$ cat src/hw/rtl/pem_pkg.sv
// Shared types and constants for the Prewitt edge magnitude block.
package pem_pkg;

  // Channel payload widths.
  localparam int PIX_W      = 8;
  localparam int MAG_W      = 8;
  localparam int POS_W      = 11;
  localparam int CFG_IDX_W  = 4;
  localparam int CFG_DATA_W = 12;

  // Register indexes on the configuration channel.
  localparam logic [CFG_IDX_W-1:0] REG_IMAGE_WIDTH  = 4'd0;
  localparam logic [CFG_IDX_W-1:0] REG_IMAGE_HEIGHT = 4'd1;

  // Register reset values and the smallest usable frame dimension.
  localparam logic [CFG_DATA_W-1:0] IMAGE_WIDTH_RST  = 12'd640;
  localparam logic [CFG_DATA_W-1:0] IMAGE_HEIGHT_RST = 12'd480;
  localparam int MIN_DIM = 3;

  // Gray conversion: sum / 3 as (sum * 683) >> 11, exact for sums up to 765.
  localparam int GRAY_W     = 8;
  localparam int RGB_SUM_W  = 10;
  localparam logic [RGB_SUM_W-1:0] GRAY_MUL = 10'd683;
  localparam int GRAY_SHIFT = 11;

  // Gradient and magnitude arithmetic.
  localparam int SUM_W      = 11;  // signed, covers -765..765
  localparam int SQ_W       = 21;  // sumx^2 + sumy^2 stays below 2^21
  localparam int RT_W       = 17;
  localparam int ROOT_STEPS = 8;
  localparam int ROOT_TOP   = 1 << 14;
  localparam logic [MAG_W-1:0] MAG_MAX = 8'hFF;

  // Commands from the controller to the datapath.
  typedef struct packed {
    logic load;      // latch gray value, start line store read
    logic win;       // shift window, write line store, form gradients
    logic square;    // form the squared sum, seed the root
    logic root;      // one step of the square root
    logic out_load;  // move the result into the output register
  } cmd_t;

  // Status from the datapath to the controller.
  typedef struct packed {
    logic has_result;  // current pixel completes a full window
    logic out_free;    // output register can take a result this cycle
  } sts_t;

endpackage

$ cat src/hw/rtl/pem_ctrl.sv
// Controller state machine that sequences one pixel through the datapath.
module pem_ctrl (
  input  logic          clk_i,
  input  logic          rst_ni,
  input  logic          pix_valid_i,
  output logic          pix_ready_o,
  input  pem_pkg::sts_t sts_i,
  output pem_pkg::cmd_t cmd_o
);
  import pem_pkg::*;

  localparam int CNT_W = $clog2(ROOT_STEPS);

  localparam logic [2:0] S_IDLE = 3'd0;
  localparam logic [2:0] S_WIN  = 3'd1;
  localparam logic [2:0] S_SQ   = 3'd2;
  localparam logic [2:0] S_ROOT = 3'd3;
  localparam logic [2:0] S_DONE = 3'd4;

  logic [2:0]       state_q, state_d;
  logic [CNT_W-1:0] cnt_q, cnt_d;

  // Next state and command decode.
  always_comb begin
    state_d     = state_q;
    cnt_d       = cnt_q;
    cmd_o       = '0;
    pix_ready_o = 1'b0;
    case (state_q)
      S_IDLE: begin
        pix_ready_o = 1'b1;
        if (pix_valid_i) begin
          cmd_o.load = 1'b1;
          state_d    = S_WIN;
        end
      end
      S_WIN: begin
        cmd_o.win = 1'b1;
        state_d   = sts_i.has_result ? S_SQ : S_IDLE;
      end
      S_SQ: begin
        cmd_o.square = 1'b1;
        cnt_d        = '0;
        state_d      = S_ROOT;
      end
      S_ROOT: begin
        cmd_o.root = 1'b1;
        cnt_d      = cnt_q + CNT_W'(1);
        if (cnt_q == CNT_W'(ROOT_STEPS - 1)) begin
          state_d = S_DONE;
        end
      end
      S_DONE: begin
        if (sts_i.out_free) begin
          cmd_o.out_load = 1'b1;
          state_d        = S_IDLE;
        end
      end
      default: begin
        state_d = S_IDLE;
      end
    endcase
  end

  // State and step counter registers.
  always_ff @(posedge clk_i or negedge rst_ni) begin
    if (!rst_ni) begin
      state_q <= S_IDLE;
      cnt_q   <= '0;
    end else begin
      state_q <= state_d;
      cnt_q   <= cnt_d;
    end
  end

  // A window step always follows an accepted request.
  a_win_after_accept: assert property (@(posedge clk_i) disable iff (!rst_ni)
    (state_q == S_WIN) |-> $past(pix_valid_i && pix_ready_o))
    else $error("window step without an accepted pixel");

  // Squaring happens only for pixels that complete a full window.
  a_sq_needs_window: assert property (@(posedge clk_i) disable iff (!rst_ni)
    (state_q == S_SQ) |-> $past(state_q == S_WIN && sts_i.has_result))
    else $error("squaring started on a border pixel");

  // The root leaves only after its full number of steps.
  a_root_len: assert property (@(posedge clk_i) disable iff (!rst_ni)
    (state_q == S_DONE && $past(state_q == S_ROOT)) |->
      ($past(cnt_q) == CNT_W'(ROOT_STEPS - 1)))
    else $error("square root ended early");

endmodule

$ cat config.mk
export PLATFORM = sky130hd
export DESIGN_NAME = pem_ctrl
export DESIGN_NICKNAME = d
export VERILOG_FILES = /design/src/hw/rtl/pem_pkg.sv /design/src/hw/rtl/pem_ctrl.sv
export SDC_FILE = /design/constraint.sdc
export NUM_CORES = 1
export LEC_CHECK = 0
export BUFFER_PORTS_ARGS = -buffer_cell sky130_fd_sc_hd__buf_2
export CAP_MARGIN = 20
export CORE_AREA = 3 3 40 42
export DETAILED_ROUTE_END_ITERATION = 8
export DIE_AREA = 0 0 43 45
export GPL_ROUTABILITY_DRIVEN = 0
export SYNTH_ARGS = -nofsm -noshare
export SYNTH_HDL_FRONTEND = slang
export SYNTH_SLANG_ARGS = --single-unit
$ cat constraint.sdc
create_clock -name clk_i -period 1.4 [get_ports clk_i]
set_input_delay 0.14 -clock clk_i [delete_from_list [all_inputs] [get_ports clk_i]]
set_output_delay 0.14 -clock clk_i [all_outputs]
set_load 0.005 [all_outputs]
# After elaboration in Yosys (flattened, before gate mapping)
# Index checks and enable logic that the tools add are counted.
[op_classes]
add_sub_neg = 1
eq_ne = 8
n_mux = 14
reduce_logical = 3
[op_table]
columns = ["cell", "count"]
rows = [
  ["$pmux 3 s5", 1],
  ["$mux 3", 3],
  ["$mux 1", 8],
  ["$eq 3x2->1 const B", 2],
  ["$eq 3x3->1 const B", 2],
  ["$ne 2x2->1 const B", 3],
  ["$pmux 3 s2", 1],
  ["$add 3x1->3 const B", 1],
  ["$eq 3x1->1 const B", 1],
  ["$logic_not 3->1", 1],
  ["$reduce_and 3->1", 1],
  ["$mux 2", 1],
  ["$reduce_bool 2->1", 1],
]
[totals]
register_bits = 6
output_inout_bits = 6
elab_cells = 28

# Logic depth before layout (Yosys ltp)
# Gate-level depths: netlist of the first run.
[depth]
word_depth = 3
mapped_depth = 4
ltp_nobuf = 4

# Least setup slack after synthesis of the first run
# Ideal clock, no wire load.
[synth_timing]
path_type = "register to register"
from = "register state_q[1]"
to = "register cnt_q[0]"
setup_ns = 0.125
arrival_ns = 0.970
t_required_ns = 1.275
setup_slack_ns = 0.305
stages_incl_launch_ff = 4
n_path_buf = 1
period_less_slack_ns = 1.095
path_cell_list = "dfrtp_1 nor2b_1 buf_4 mux2_4"
[synth_via]
elab_chain_cells = 2
word_cells_on_any_way = 4
[synth_lines]
columns = ["element", "line_no", "rtl"]
rows = [
  ["start: declaration", "pem_ctrl.sv:20", "logic [2:0] state_q, state_d;"],
  ["start signal: assignment", "pem_ctrl.sv:71", "state_q <= state_d;"],
  ["$eq 3x2->1", "pem_ctrl.sv:29", "case (state_q)"],
  ["$pmux 3 s2 / $reduce_bool 2->1 (equally long branches)", "n/a", ""],
  ["end signal: assignment", "pem_ctrl.sv:72", "cnt_q <= cnt_d;"],
  ["end: declaration", "pem_ctrl.sv:21", "logic [CNT_W-1:0] cnt_q, cnt_d;"],
]
# Several ways; a longest one is shown, not always the timed one.
# A chain may end at the register's enable or synchronous reset.

==> results of run 1 <==
[metrics by stage]
step / hold slack (ns) / total power, mW / utilization / setup WS [ns] / cell area, um^2
floorplan: -0.156 / 0.597 / - / 0.305 / 340
global route: 0.148 / 0.981 / 0.351 / 0.0145 / 450
finish: 0.158 / 0.887 / 0.351 / 0.0708 / 450
CTS: 0.152 / 0.882 / 0.342 / 0.0203 / 439
global placement: -0.0266 / 0.697 / 0.315 / 0.227 / 404
detailed placement: -0.0260 / 0.705 / 0.315 / 0.174 / 404
[logic make-up (layout without fill, tap and decap cells)]
logic type,after synthesis,after routing
AND/OR/NAND/NOR,15,15
adder cells (fa/ha/maj),2,2
AO/OA/AOI/OAI,3,3
buffers and inverters,4,17
flip-flops,6,6
multiplexers,3,3
[state kept, by name (all words and copies together) (netlist names)]
signal   cells
state_q      3
cnt_q        3
[critical path, delay by kind of cell (launching register included)]
kind / cells / cell delay (ns)
DFF: 1 / 0.47
and+or+nand+nor: 2 / 0.34
buffers and inverters: 1 / 0.14
[worst max path at each step]
stage	startpoint	end	slack (ns)
2_1_floorplan	state_q[1]$_DFFE_PN0P_	cnt_q[0]$_DFFE_PN0P_	0.30
3_3_place_gp	state_q[1]$_DFFE_PN0P_	cnt_q[0]$_DFFE_PN0P_	0.23
3_5_place_dp	state_q[1]$_DFFE_PN0P_	cnt_q[2]$_DFFE_PN0P_	0.17
4_1_cts	state_q[0]$_DFFE_PN0P_	cmd_o[4]	0.02
5_1_grt	state_q[1]$_DFFE_PN0P_	cmd_o[1]	0.01
6_report	state_q[0]$_DFFE_PN0P_	cmd_o[4]	0.07
[power groups by stage]
| stage | clock network [mW] | registers [mW] | logic, mW |
|---|---|---|---|
| 3_5_place_dp | 0 | 0.327 | 0.378 |
| 2_1_floorplan | 0 | 0.290 | 0.307 |
| 6_report | 0.161 | 0.336 | 0.391 |
| 3_3_place_gp | 0 | 0.325 | 0.373 |
| 5_1_grt | 0.180 | 0.347 | 0.453 |
| 4_1_cts | 0.169 | 0.325 | 0.388 |
[what timing repair did]
item	4_1_cts	5_1_grt
hold buffers	1	0
resized for setup	1	3
hold endpoints to repair	6	0
setup endpoints to repair	1	2
[area by class of cell]
| class | count | area (um^2) |
|---|---|---|
| repair buffers | 12 | 67.6 |
| clock buffers | 3 | 22.5 |
| well taps | 15 | 18.8 |
| multi-input cells | 23 | 183 |
| flip-flops and latches | 6 | 151 |
| inverters | 2 | 7.51 |
| fillers | 138 | 835 |
[layer usage]
layer	up-vias	track usage	wire [um]
li1	141	-	-
met1	120	0.118	342
met2	16	0.0958	288
met3	0	0.0637	81
met4	0	0.0361	0
met5	-	0	0
[synthesized netlist by cell type]
library cell	n
ha_1	2
o2bb2ai_1	1
nor2_1	2
or4b_1	1
mux2i_1	2
nand2b_1	2
nor2b_1	2
dfrtp_1	6
a32o_1	1
nand2_1	3
o21ai_1	1
mux2_4	1
nor3_1	2
inv_1	2
buf_4	1
nor4bb_1	1
buf_2	1
and2_1	2
==> results_dict.tcl, run 1 <==
set metrics [dict create \
    outcome "finished, final reports clean" \
    die_h_um 45 \
    synth_nets 40 \
    clk_pin_slew_ns 0.04 \
    ys_seq_elements 6 \
    grt_use_total 0.0855 \
    synth.distinct_cells 18 \
    setup_tns_ns 0 \
    grt_pass1_vias 256 \
    p_int_uw 573 \
    power.share.switching 0.354 \
    io_buffers 10 \
    synth_top_family_by_area "simple AND/OR/NAND/NOR gates" \
    synthXorXnorAreaFrac 0 \
    power_density_mw_per_mm2 1970 \
    cts-root-buf "clkbuf_4" \
    start_util 0.265 \
    finalMaxSlewViolations 0 \
    setup_viol 0 \
    fmax_mhz 752 \
    yosys.area_share.simple 0.254 \
    yosys.area.top_type "dfrtp_1" \
    hold_end "state_q[1]$_DFFE_PN0P_" \
    layout_common_cells "buf_2, dfrtp_1, nand2_1, clkbuf_4" \
    cp_slowest_stage_delay_ns 0.47 \
    netlist_area_um2 340 \
    area_delta_synth_final_pct 32.4 \
    skew_ns 0.00498 \
    setup.worst_path.start_class "flip-flop" \
    cts_max_level 1 \
    post_drt_wl_per_cell_um 11.7 \
    drive_above_1_share 0.391 \
    final-hold-violation-count 0 \
    layout_min_cycle_time_ns 1.33 \
    critPathKind "reg -> out" \
    place.detailed.hpwl_um 522 \
    synth_compound_area_frac 0.0699 \
    timing.rr.end "state_q[2]$_DFFE_PN0P_" \
    synth_area_leaders "dfrtp_1, ha_1, mux2i_1" \
    synthAdderAreaFrac 0.0735 \
    crit_slowest_cell "dfrtp_2" \
    cap_violations 0 \
    cts.path.max_buffers 2 \
    dr.pass1.iters 4 \
    cp_max_fo 12 \
    finalNonFillerCells 61 \
    r2r_setup_slack_ns 0.26 \
    cp.arrival_ns 1.19 \
    vias_per_cell 4.54 \
    muxShareOfSynthArea 0.103 \
    vias 277 \
    chipWidth_um 43 \
    cts_setup_buffers 0 \
    cp_cell_sequence "nand2b_1, nor3_2, buf_2" \
    timing.final.crit_share 0.949 \
    num_antenna_cells 0 \
    hp-class "in -> reg" \
    placed_cells 57 \
    drt_iter0_markers 5 \
    end_kind "output port" \
    rows 13 \
    critical_path_required_ns 1.26 \
    peakVddDrop_mv 0.827 \
    fp.dieArea_mm2 0.00194 \
    synth_warnings 0 \
    grt_overflow_total 0 \
    final_common_cell "buf_2" \
    clock_latency_ns 0.24 \
    cts_sinks 6 \
    synthCells 33 \
    p_leak_nw 0.237 \
    totalWireLength_um 712 \
    cts_tree "yes" \
    postRouteAntennaNets 0 \
    p_seq_frac 0.378 \
    rr_startpoint "state_q[0]$_DFFE_PN0P_" \
    nNetsFinal 55 \
    grt_max_degree 13 \
    numCtsBuffers 3 \
    drcViolationCount 0 \
    placeableCoreArea_mm2 0.00128 \
    ys_seq_area_frac 0.441 \
    netlist.area_leader.share 0.441 \
    p_clk_frac 0.181 \
    max-slew-margin-rel 0.810 \
    synth.avg_cell_area_um2 10.3 \
    hold_path_depth 2 \
    hp-start "sts_i[1]" \
    net-switching-power_uw 314 \
    ios 11 \
    rsz0062_at_grt "no" \
    power_frac_comb 0.441 \
    tightestPinTransition_ns 0.284 \
    r2r_cells 2 \
    antenna_found_initial 0 \
    grt_pass1_wl_mm 1.14 \
]
Power figures use the tool's default switching activity.
==> run 2, diff against run 1 <==
Settings changed: PLACE_DENSITY set to 0.5.
==> run 2 against run 1 <==
Effect of this change:
- cell area down 0.56%
- critical endpoint is now cmd_o[1]
- clock skew about the same
- clock power down 2%
- sequential power down 8.3%
==> results_dict.tcl, run 2 (synthesis gave the netlist of run 1 again) <==
set metrics [dict create \
    outcome "finished, final reports clean" \
    io_buffers 10 \
    rows 13 \
    drcViolationCount 0 \
    reg_top3 "cnt_q x3, state_q x3" \
    cts.path.max_buffers 2 \
    p_seq_frac 0.355 \
    setup.worst_path.start_class "flip-flop" \
    hp-class "in -> reg" \
    setup_ws_ns 0.0620 \
    grt_overflow_total 0 \
    clk_pin_slew_ns 0.04 \
    antenna_found_initial 0 \
    hold_path_depth 2 \
    finalMaxSlewViolations 0 \
    critPathLaunch "state_q[1]$_DFFE_PN0P_" \
    clock_latency_ns 0.24 \
    critical_path_required_ns 1.26 \
    power_frac_comb 0.465 \
    final-hold-violation-count 0 \
    setup_tns_ns 0 \
    cts_max_level 1 \
    cts-root-buf "clkbuf_4" \
    critPathKind "reg -> out" \
    power.share.switching 0.336 \
    postRouteAntennaNets 0 \
    drive_above_1_share 0.383 \
    start_util 0.265 \
    rr_startpoint "state_q[1]$_DFFE_PN0P_" \
    grt_pass1_wl_mm 1.04 \
    skew_ns 0.00489 \
    vias 276 \
    cap_violations 0 \
    final_common_cell "buf_2" \
    dr.pass1.iters 2 \
    grt_pass1_vias 251 \
    r2r_cells 2 \
    placeableCoreArea_mm2 0.00128 \
    totalWireLength_um 632 \
    cts_sinks 6 \
    tightestPinTransition_ns 0.218 \
    dp_worst_setup_slack_ns 0.181 \
    num_antenna_cells 0 \
    placed_area_um2 404 \
    chipWidth_um 43 \
    ios 11 \
    end_kind "output port" \
    power_density_mw_per_mm2 1940 \
    cts_tree "yes" \
    cp.arrival_ns 1.20 \
    p_int_uw 576 \
    vias_per_cell 4.45 \
    numCtsBuffers 3 \
    drt_iter0_markers 1 \
    setup_viol 0 \
    die_h_um 45 \
    layout_common_cells "buf_2, dfrtp_1, nand2_1, clkbuf_4" \
    fp.dieArea_mm2 0.00194 \
    net-switching-power_uw 292 \
    layout_min_cycle_time_ns 1.34 \
    peakVddDrop_mv 0.717 \
    final_area_um2 448 \
    nNetsFinal 56 \
    post_drt_wl_per_cell_um 10.2 \
    hp-start "sts_i[1]" \
    area_delta_synth_final_pct 31.6 \
    rsz0062_at_grt "no" \
    p_clk_frac 0.181 \
    timing.final.crit_share 0.956 \
    p_leak_nw 0.234 \
    max-slew-margin-rel 0.854 \
    cp_max_fo 7 \
    grt_max_degree 13 \
    grt_use_total 0.0790 \
    place.detailed.hpwl_um 481 \
    fmax_mhz 747 \
]
run 2: area by class of cell:
type,instances,area [um^2]
Fill cell,134,837
Inverter,2,7.51
Multi-Input combinational cell,23,173
Timing Repair Buffer,13,75.1
Clock buffer,3,22.5
Sequential cell,6,151
Tap cell,15,18.8
run 2: metrics by stage:
step / std cells / utilization / total power [mW] / hold slack (ns)
finish: 62 / 0.349 / 0.869 / 0.159
detailed placement: 57 / 0.315 / 0.699 / -0.0291
global placement: 57 / 0.315 / 0.700 / -0.0239
global route: 62 / 0.349 / 0.958 / 0.148
floorplan: 33 / - / 0.597 / -0.156
CTS: 61 / 0.342 / 0.872 / 0.150
run 2: repair_timing:
item,in CTS,in global routing
hold buffers,1,0
gates resized for setup,1,1
hold endpoints to repair,6,0
pin swaps,0,0
setup endpoints to repair,1,1
buffers inserted,0,1
run 2: path summary, 6_finish.rpt:
| kind | endpoint | slack [ns] |
|---|---|---|
| worst min-delay path | state_q[1]$_DFFE_PN0P_ | 0.16 |
| worst min register to register | cnt_q[1]$_DFFE_PN0P_ | 0.52 |
| max in group asynchronous | state_q[0]$_DFFE_PN0P_ | 1.00 |
| min in group asynchronous | cnt_q[0]$_DFFE_PN0P_ | 0.25 |
| worst max register to register | cnt_q[0]$_DFFE_PN0P_ | 0.26 |
| worst max-delay path | cmd_o[1] | 0.06 |
run 2: routing by layer:
metal	GRT usage	vias up	wire length (um)
met5	0	-	0
met4	0.0542	0	19
met3	0.0598	4	66
met2	0.0958	9	255
met1	0.0941	120	290
li1	-	143	-
run 2: power groups by stage:
stage / Combinational, mW / Sequential (mW) / Clock (mW)
detailed placement: 0.368 / 0.331 / 0
finish: 0.404 / 0.308 / 0.157
global route: 0.462 / 0.317 / 0.179
floorplan: 0.307 / 0.290 / 0
global placement: 0.367 / 0.333 / 0
CTS: 0.377 / 0.329 / 0.166
run 2: worst max-delay path, stage by stage (launching register included):
cell and delay [ns]:
dfrtp_1 0.43, nor2b_2 0.27, and2_1 0.15, buf_2 0.10
==> run 3, diff against run 2 <==
Settings changed: PLACE_DENSITY 0.5 to 0.45.
==> run 3 against run 2 <==
Effect of this change:
- non-clock buffer count down 1
- hold slack gained 0.017 ns
- routed wire length increased by 9.8%
- clock skew down 0.0037 ns
- cell area down 0.56%
- core utilization fell by 0.19 points
- sequential power increased by 7.8%
- maximum frequency grew 2.2%
- critical path type unchanged
- highest routed layer unchanged
==> results_dict.tcl, run 3 (synthesis gave the netlist of run 1 again) <==
set metrics [dict create \
    start_util 0.265 \
    cts_tree "yes" \
    critical_path_required_ns 1.26 \
    critPathLaunch "state_q[0]$_DFFE_PN0P_" \
    critPathKind "reg -> out" \
    cts_max_level 1 \
    final_common_cell "buf_2" \
    layout_min_cycle_time_ns 1.31 \
    cts-root-buf "clkbuf_4" \
    die_h_um 45 \
    area_delta_synth_final_pct 30.9 \
    setup_viol 0 \
    p_leak_nw 0.236 \
    fmax_mhz 763 \
    grt_pass1_wl_mm 1.21 \
    layout_common_cells "buf_2, dfrtp_1, nand2_1, clkbuf_4" \
    numCtsBuffers 3 \
    antenna_found_initial 0 \
    placeableCoreArea_mm2 0.00128 \
    rows 13 \
    chipWidth_um 43 \
    tightestPinTransition_ns 0.274 \
    vias 265 \
    totalWireLength_um 694 \
    post_drt_wl_per_cell_um 11.4 \
    hold_end "state_q[1]$_DFFE_PN0P_" \
    timing.final.crit_share 0.936 \
    finalCoreUtilization 0.347 \
    fillers 131 \
    cts_setup_buffers 0 \
    r2r_cells 2 \
    peakVddDrop_mv 0.828 \
    cp_max_fo 12 \
    finalMaxSlewViolations 0 \
    max-slew-margin-rel 0.817 \
    final-hold-violation-count 0 \
    grt_overflow_total 0 \
    postRouteAntennaNets 0 \
    grt_pass1_vias 263 \
    cap_violations 0 \
    setup_tns_ns 0 \
    skew_ns 0.00123 \
    clk_pin_slew_ns 0.04 \
    grt_max_degree 13 \
    hp-class "in -> reg" \
    ios 11 \
    r2r_setup_slack_ns 0.23 \
    drive_above_1_share 0.370 \
    reg_top3 "cnt_q x3, state_q x3" \
    timing.rr.end "state_q[2]$_DFFE_PN0P_" \
    vias_per_cell 4.34 \
    cts_sinks 6 \
    drcViolationCount 0 \
    dr.pass1.iters 2 \
    clock_latency_ns 0.24 \
    outcome "finished, final reports clean" \
    cts.path.max_buffers 2 \
    ff_latch_area_um2 151 \
    io_buffers 10 \
    setup.worst_path.start_class "flip-flop" \
    end_kind "output port" \
    rr_startpoint "state_q[0]$_DFFE_PN0P_" \
    multi_input_comb_area_um2 178 \
    cp.arrival_ns 1.17 \
    fp.dieArea_mm2 0.00194 \
    grt_use_total 0.0941 \
    nNetsFinal 55 \
    hold_path_depth 2 \
    num_antenna_cells 0 \
    hp-start "sts_i[1]" \
    power_density_mw_per_mm2 1960 \
    drt_iter0_markers 4 \
    rsz0062_at_grt "no" \
]
==> run 3: cell count changes in the layout (fill, tap and decap cells not counted) <==
| cell | before | now |
|---|---|---|
| nor2b_4 | 0 | 1 |
| nor2b_2 | 1 | 0 |
| buf_4 | 2 | 1 |
==> run 3: how the worst max path moves through the flow <==
| stage | endpoint | slack [ns] | cells after the start |
|---|---|---|---|
| detailed placement | state_q[2]$_DFFE_PN0P_ | 0.19 | 2 |
| CTS | cmd_o[4] | 0.02 | 3 |
| finish | cmd_o[4] | 0.09 | 3 |
| floorplan | cnt_q[0]$_DFFE_PN0P_ | 0.30 | 3 |
| global placement | cnt_q[0]$_DFFE_PN0P_ | 0.21 | 2 |
| global route | cmd_o[1] | 0.03 | 3 |
==> run 3: report_power, final <==
part           total, mW  internal, mW  switching (mW)
logic              0.385         0.229           0.156
registers          0.332         0.247          0.0854
clock network      0.154        0.0966          0.0574
==> run 3: per-stage QoR <==
stage          cells  cell area [um^2]  power (mW)  hold WS [ns]  worst slack [ns]
2_1_floorplan     33               340       0.597        -0.156             0.305
3_3_place_gp      57               404       0.694       -0.0254             0.209
3_5_place_dp      57               404       0.709       -0.0293             0.187
4_1_cts           61               439       0.874         0.160            0.0229
5_1_grt           61               445       0.968         0.170            0.0276
6_report          61               445       0.871         0.176            0.0902
==> run 3: critical path, stage by stage (launching register included) <==
cell and delay (ns):
dfrtp_2 0.47, nand2b_1 0.19, nor3_1 0.13, buf_2 0.14
==> run 3: timing repair <==
| action | in CTS | in global routing |
|---|---|---|
| hold buffers | 1 | 0 |
| endpoints found under the hold margin | 6 | 0 |
| setup endpoints to repair | 1 | 3 |
| gates resized for setup | 1 | 2 |
==> run 3: final cells by class <==
class / instances / area share
Multi-Input combinational cell: 23 / 0.399
Sequential cell: 6 / 0.340
Timing Repair Buffer: 12 / 0.152
Clock buffer: 3 / 0.0506
Tap cell: 15 / 0.0421
Inverter: 2 / 0.0169
==> run 3: per-layer routing <==
| layer | global-route usage | wire, um | up-vias |
|---|---|---|---|
| met2 | 0.111 | 293 | 9 |
| met1 | 0.114 | 334 | 113 |
| met4 | 0.0542 | 6 | 0 |
| li1 | - | - | 141 |
| met3 | 0.0797 | 60 | 2 |
| met5 | 0 | 0 | - |
